[src/rtl/tpc_pkg.sv]
// ----------------------------------------------------------------------------
// tpc_pkg: shared types and constants for the triangle plane clipper
// Vertex, distance and queue entry types, register indexes and reset values.
// ----------------------------------------------------------------------------
package tpc_pkg;

   localparam int CoordWidth  = 32;
   localparam int NormWidth   = 16;
   localparam int ColourWidth = 24;
   localparam int DistWidth   = 52;
   localparam int ProdWidth   = NormWidth + CoordWidth;
   localparam int FracBits    = 30;
   localparam int DataWidth   = 9 * CoordWidth + ColourWidth;
   localparam int CsrIdxWidth = 3;
   localparam int CsrWidth    = 32;
   localparam int QueueDepthDefault = 2;

   localparam logic [CsrIdxWidth-1:0] CSR_NORMAL_X     = 3'd0;
   localparam logic [CsrIdxWidth-1:0] CSR_NORMAL_Y     = 3'd1;
   localparam logic [CsrIdxWidth-1:0] CSR_NORMAL_Z     = 3'd2;
   localparam logic [CsrIdxWidth-1:0] CSR_PLANE_OFFSET = 3'd3;

   localparam logic signed [NormWidth-1:0]  NormalXReset = 16'sd0;
   localparam logic signed [NormWidth-1:0]  NormalYReset = 16'sd0;
   localparam logic signed [NormWidth-1:0]  NormalZReset = 16'sd16384;
   localparam logic signed [CsrWidth-1:0]   OffsetReset  = 32'sd6554;

   typedef logic signed [CoordWidth-1:0] coord_type;
   typedef logic signed [DistWidth-1:0]  dist_type;
   typedef logic [FracBits-1:0]          frac_type;

   // x sits in the lowest bits so that three vertices pack straight into tdata
   typedef struct packed {
      coord_type z;
      coord_type y;
      coord_type x;
   } vert_type;

   typedef enum logic [1:0] {
      MODE_ALL,
      MODE_ONE,
      MODE_TWO
   } mode_type;

   // Cut 0 runs from p0 to q0, cut 1 from p1 to q1; MODE_ALL keeps a, b, c in p0, p1, q0
   typedef struct packed {
      mode_type                 mode;
      vert_type                 p0;
      vert_type                 p1;
      vert_type                 q0;
      vert_type                 q1;
      dist_type                 dp0;
      dist_type                 dq0;
      dist_type                 dp1;
      dist_type                 dq1;
      logic [ColourWidth-1:0]   colour;
   } entry_type;

endpackage

[src/rtl/tpc_queue.sv]
// ----------------------------------------------------------------------------
// tpc_queue: small queue of classified triangles
// Decouples the distance pipeline from the cut engine.
// ----------------------------------------------------------------------------
module tpc_queue import tpc_pkg::*; #(
   parameter int DEPTH = QueueDepthDefault
) (
   input  logic      clock,
   input  logic      reset,
   input  logic      push,
   input  entry_type push_entry,
   output logic      full,
   input  logic      pop,
   output logic      not_empty,
   output entry_type head
);

   localparam int PtrWidth = (DEPTH > 1) ? $clog2(DEPTH) : 1;
   localparam int CntWidth = $clog2(DEPTH + 1);

   entry_type             mem_ff [DEPTH];
   logic [PtrWidth-1:0]   wr_ptr_ff, rd_ptr_ff;
   logic [CntWidth-1:0]   count_ff;

   assign full      = count_ff == CntWidth'(DEPTH);
   assign not_empty = count_ff != '0;
   assign head      = mem_ff[rd_ptr_ff];

   // Store on push
   always_ff @(posedge clock) begin
      if (push) begin
         mem_ff[wr_ptr_ff] <= push_entry;
      end
   end

   // Move pointers and count
   always_ff @(posedge clock) begin
      if (reset) begin
         wr_ptr_ff <= '0;
         rd_ptr_ff <= '0;
         count_ff  <= '0;
      end else begin
         if (push) begin
            wr_ptr_ff <= (wr_ptr_ff == PtrWidth'(DEPTH - 1)) ? '0 : wr_ptr_ff + 1'b1;
         end
         if (pop) begin
            rd_ptr_ff <= (rd_ptr_ff == PtrWidth'(DEPTH - 1)) ? '0 : rd_ptr_ff + 1'b1;
         end
         count_ff <= count_ff + CntWidth'(push) - CntWidth'(pop);
      end
   end

endmodule

[config.mk]
export PLATFORM = sky130hd
export DESIGN_NAME = tpc_queue
export DESIGN_NICKNAME = d
export VERILOG_FILES = /design/src/rtl/tpc_pkg.sv /design/src/rtl/tpc_queue.sv
export SDC_FILE = /design/constraint.sdc
export NUM_CORES = 1
export LEC_CHECK = 0
export BUFFER_PORTS_ARGS = -buffer_cell sky130_fd_sc_hd__clkbuf_2
export CAP_MARGIN = 20
export CORE_AREA = 2 2 483 485
export DETAILED_ROUTE_END_ITERATION = 16
export DIE_AREA = 0 0 485 487
export GPL_ROUTABILITY_DRIVEN = 1
export PLACE_DENSITY_LB_ADDON = 0.2
export SLEW_MARGIN = 15
export SYNTH_ARGS = -nofsm -noshare
export SYNTH_HDL_FRONTEND = slang
export SYNTH_SLANG_ARGS = --single-unit
[constraint.sdc]
create_clock -name clock -period 65.8 [get_ports clock]
set_clock_uncertainty 0.05 [all_clocks]
set_input_delay 13.16 -clock clock [delete_from_list [all_inputs] [get_ports clock]]
set_output_delay 13.16 -clock clock [all_outputs]
set_load 0.02 [all_outputs]
After elaboration in Yosys (flattened, before gate mapping)
Memories as Yosys holds them, arrays and structs flattened. A register that Yosys moved wholly into a read port is not among the register bits.
Cells that the tools add are included.
{ "totals": {"register_bits": 4, "ram_bits": 1236, "input_bits": 622, "out_inout_bits": 620, "elab_cells": 16, "n_memories": 1} }
{ "op_classes": {"addsub": 4, "eq_ne": 1, "mux": 6, "n_reduce_logical": 1} }
{ "mem_list": {"columns": ["memory", "depth", "width", "read_ports", "rd_ports_with_merged_regs", "wr", "line_no", "text"], "rows": [
  ["mem_ff", 2, 618, 1, 1, 1, "tpc_queue.sv:21", "entry_type mem_ff [DEPTH];"]
]} }
{ "ops": {"columns": ["operator", "n"], "rows": [
  ["2-to-1 mux 1 bit", 6],
  ["adder 1 bit (second input constant)", 2],
  ["adder 2 x 1 -> 2 bit", 1],
  ["== test 2 bit (second input constant)", 1],
  ["nonzero test 2 bit", 1],
  ["subtractor 2 x 1 -> 2 bit", 1]
]} }

Depth between registers and ports, before layout
{ "logic_depth": {"word_depth": 4, "ltp_mapped": 6, "depth_no_buf": 6} }

Worst setup path after synthesis
OpenSTA, ideal clock, no wires.
{ "synth_timing": {"kind": "input to register", "from": "input push", "to": "memory mem_ff[0][0] (netlist name) (enable)", "arrival_time_ps": 39638, "slack_ps": 24422, "stages": 1, "path_buffers": 0, "cell_sequence": "nor2b_1"} }
{ "synth_via": {"elab_chain_cells": 2} }
{ "synth_lines": {"columns": ["item", "line_no", "text"], "rows": [
  ["from (decl)", "tpc_queue.sv:10", "input logic push,"],
  ["2-to-1 mux 1 bit", "tpc_queue.sv:31", "if (push) begin"],
  ["2-to-1 mux 1 bit (implied by the code)", "tpc_queue.sv:32", "mem_ff[wr_ptr_ff] <= push_entry;"],
  ["to (decl)", "tpc_queue.sv:21", null]
]} }
Every way passes these cells.

==> flow_summary_export.csv <==
group,metric,value,unit
layout,fillers,23800,
synthesis,synth_area,0.0452,sq mm
synthesis,synthTopCellsByArea,"edfxtp_1, mux2_2, mux2_4",
floorplan,die_w,485,um
timing,clock.fmax,53.8,MHz
clocking,cts_max_level,4,
timing,hold_violations,0,
power_and_ir_drop,p_int,1.48,mW
clocking,cts_made_buffers,148,
power_and_ir_drop,p_seq_share,47.1,%
worst_setup_path,crit_arrival,5.36,ns
power_and_ir_drop,clkPwrFrac,40.4,%
floorplan,ios,1242,
clocking,cts_tree,"done",
global_route,grt_max_degree,149,
global_route,grt_pass1_wl,207000,um
timing,rsz0062_at_grt,"false",
worst_setup_path,crit_type,"register to output port",
job,cap_violations,0,
drt,post-route-drc-count,0,
drt,vias_per_cell,3.72,
clocking,post_cts_buffers,0,
floorplan,dieArea,0.236,sq mm
timing,fin_crit,18.57,ns
drt,routedWlPerCell,24.0,um
clocking,post_cts_resized,0,
worst_setup_path,cp_max_fo,60,
synthesis,synth_nets,2568,
synthesis,ys_types,15,
layout,area_delta_synth_final,32.2,%
floorplan,core,0.231,sq mm
worst_setup_path,critPathRequiredTime,52.59,ns
drt,firstDrtPassIters,7,
floorplan,core.rowCount,177,
synthesis,yosysTopAreaCell,"edfxtp_1",
clocking,clk_latency,0.77,ns
timing,tns,0,ns
floorplan,initial_core_util,19.5,%
timing,report.final.slew_viol_count,0,
timing,hold_ws,0.466,ns
drt,drt_iter0_markers,1349,
timing,tightest_slew,1.07,ns
synthesis,synth_edf_count,1236,
synthesis,yosysMostFrequentCell,"edfxtp_1",
synthesis,synth_ff_type,"edfxtp_1",
synthesis,syn_inst,1944,
placement,hpwl,115000,um
power_and_ir_drop,p_switching,509,uW
power_and_ir_drop,power-per-cell-area,33.3,mW/mm^2
layout,final_area,0.0598,sq mm
drt,ant_nets,0,
floorplan,dieHeight,487,um
placement,dpl-instance-area,0.0549,sq mm
status,status,"complete, no violations",
drt,vias,24000,
layout,final_core_util,25.8,%
clocking,cts_root_buf,"clkbuf_16",
worst_setup_path,start_kind,"register",
worst_setup_path,worst-r2r-setup-slack,61.64,ns
timing,finalSetupViolations,0,
layout,nets,3914,
worst_setup_path,endpoint_kind,"output port",
global_route,track_usage,12.6,%
synthesis,ys_seq_elements,1241,
synthesis,syn_avg_cell_area,23.2,sq um
synthesis,synthTopCellsByCount,"edfxtp_1, mux2_2, mux2_4",
power_and_ir_drop,swShare,25.6,%
clocking,clk_pin_slew,0.05,ns
global_route,antenna_found_initial,83,
synthesis,synth.top_cell.area_share,82.1,%
clocking,clockBufferDepth,3,
drt,wirelength,155000,um
timing,finalCritPeriodShare,28.2,%
power_and_ir_drop,p_leak,22.0,nW
timing,slew_headroom,28.7,%
placement,portBuffers,1241,
global_route,overflow,0,
clocking,clock_sinks,1241,
placement,place_congestion,0.798,
layout,drive_gt1_share,61.4,%
synthesis,synthArstFlopShare,0,%
synthesis,yosys_warnings,0,
global_route,grt_pass1_vias,24700,
synthesis,yosysSeqAreaShare,82.3,%
power_and_ir_drop,ir_drop,0.0000227,V
clocking,hold_buffers,0,
power_and_ir_drop,pwr-share-comb,12.5,%
worst_hold_path,hold_class,"register to register",
## per-layer routing
metal	part of all wire, %	global-route usage, %
met1	39	14.3
met4	2.3	3.61
met2	48	20.7
met3	11	6.42
met5	0.32	0
## area by class of cell
cell class              instances  area (sq um)  area share [%]
diodes                         10          25.0          0.0419
clock buffers                 190          4020            6.73
clock inverters                78           761            1.27
inverters                       2          7.51          0.0126
multi-input cells             632          7460            12.5
flip-flops and latches       1241         37200            62.3
well taps                    3043          3810            6.37
repair buffers               1265          6460            10.8
## power by group through the flow
stage | Clock (mW) | Sequential [mW] | Combinational (mW)
detailed placement | 0 | 0.954 | 0.256
global route | 0.864 | 0.941 | 0.265
finish | 0.803 | 0.937 | 0.248
CTS | 0.837 | 0.937 | 0.257
global placement | 0 | 0.954 | 0.255
floorplan | 0 | 0.991 | 0.146
## cell families after synthesis
group / after synthesis / share of synthesized area (%)
adders and majority gates: 2 / 0.0554
DFF: 1241 / 82.3
and+or+nand+nor: 9 / 0.102
buffers and inverters: 71 / 1.18
xor gates and xnor gates: 3 / 0.0886
muxes: 618 / 16.2
## state kept, by name, indices dropped and copies added, names as in the netlist, named ones only
| name | flops |
|---|---|
| rd_ptr_ff | 1 |
| mem_ff | 1236 |
| count_ff | 2 |
| wr_ptr_ff | 1 |
## path summary, 6_finish.rpt
kind / from / endpoint / cells after the start
min: rd_ptr_ff / register / 2
max reg2reg: wr_ptr_ff / mem_ff[0][144] / 5
min reg2reg: rd_ptr_ff / register / 2
max: register / head[131] / 6
## metrics by stage
stage,setup WS [ns],total power [mW],std cells
2_1_floorplan,24.42,1.14,1944
3_3_place_gp,47.86,1.21,6183
3_5_place_dp,47.85,1.21,6183
4_1_cts,46.94,2.03,6451
5_1_grt,46.82,2.07,6453
6_report,47.23,1.99,6461
## layout by cell type (no fill, tap or decap)
master	instances
clkbuf_2	1241
edfxtp_1	1236
mux2_2	518
clkbuf_16	154
mux2_4	100
clkbuf_1	33
clkinv_1	29
clkinv_2	22
buf_4	18
diode_2	10
bufinv_16	8
clkinv_16	5
buf_12	5
nor2_1	4
clkinv_4	4
clkinvlp_4	4
dfxtp_1	4
clkinv_8	3
clkbuf_8	3
inv_1	2
nor2b_1	2
xnor2_1	2
ha_1	2
inv_6	2
or2_2	1
and2_4	1
nor2b_4	1
xnor3_1	1
dfxtp_4	1
inv_16	1
buf_6	1
## critical path, cell delays in order, from the launching register on
cell	delay [ns]
dfxtp_4	0.66
buf_4	0.80
buf_4	0.80
buf_4	0.76
buf_4	0.76
mux2_2	0.42
clkbuf_2	0.16
Power figures use the tool's default switching activity.
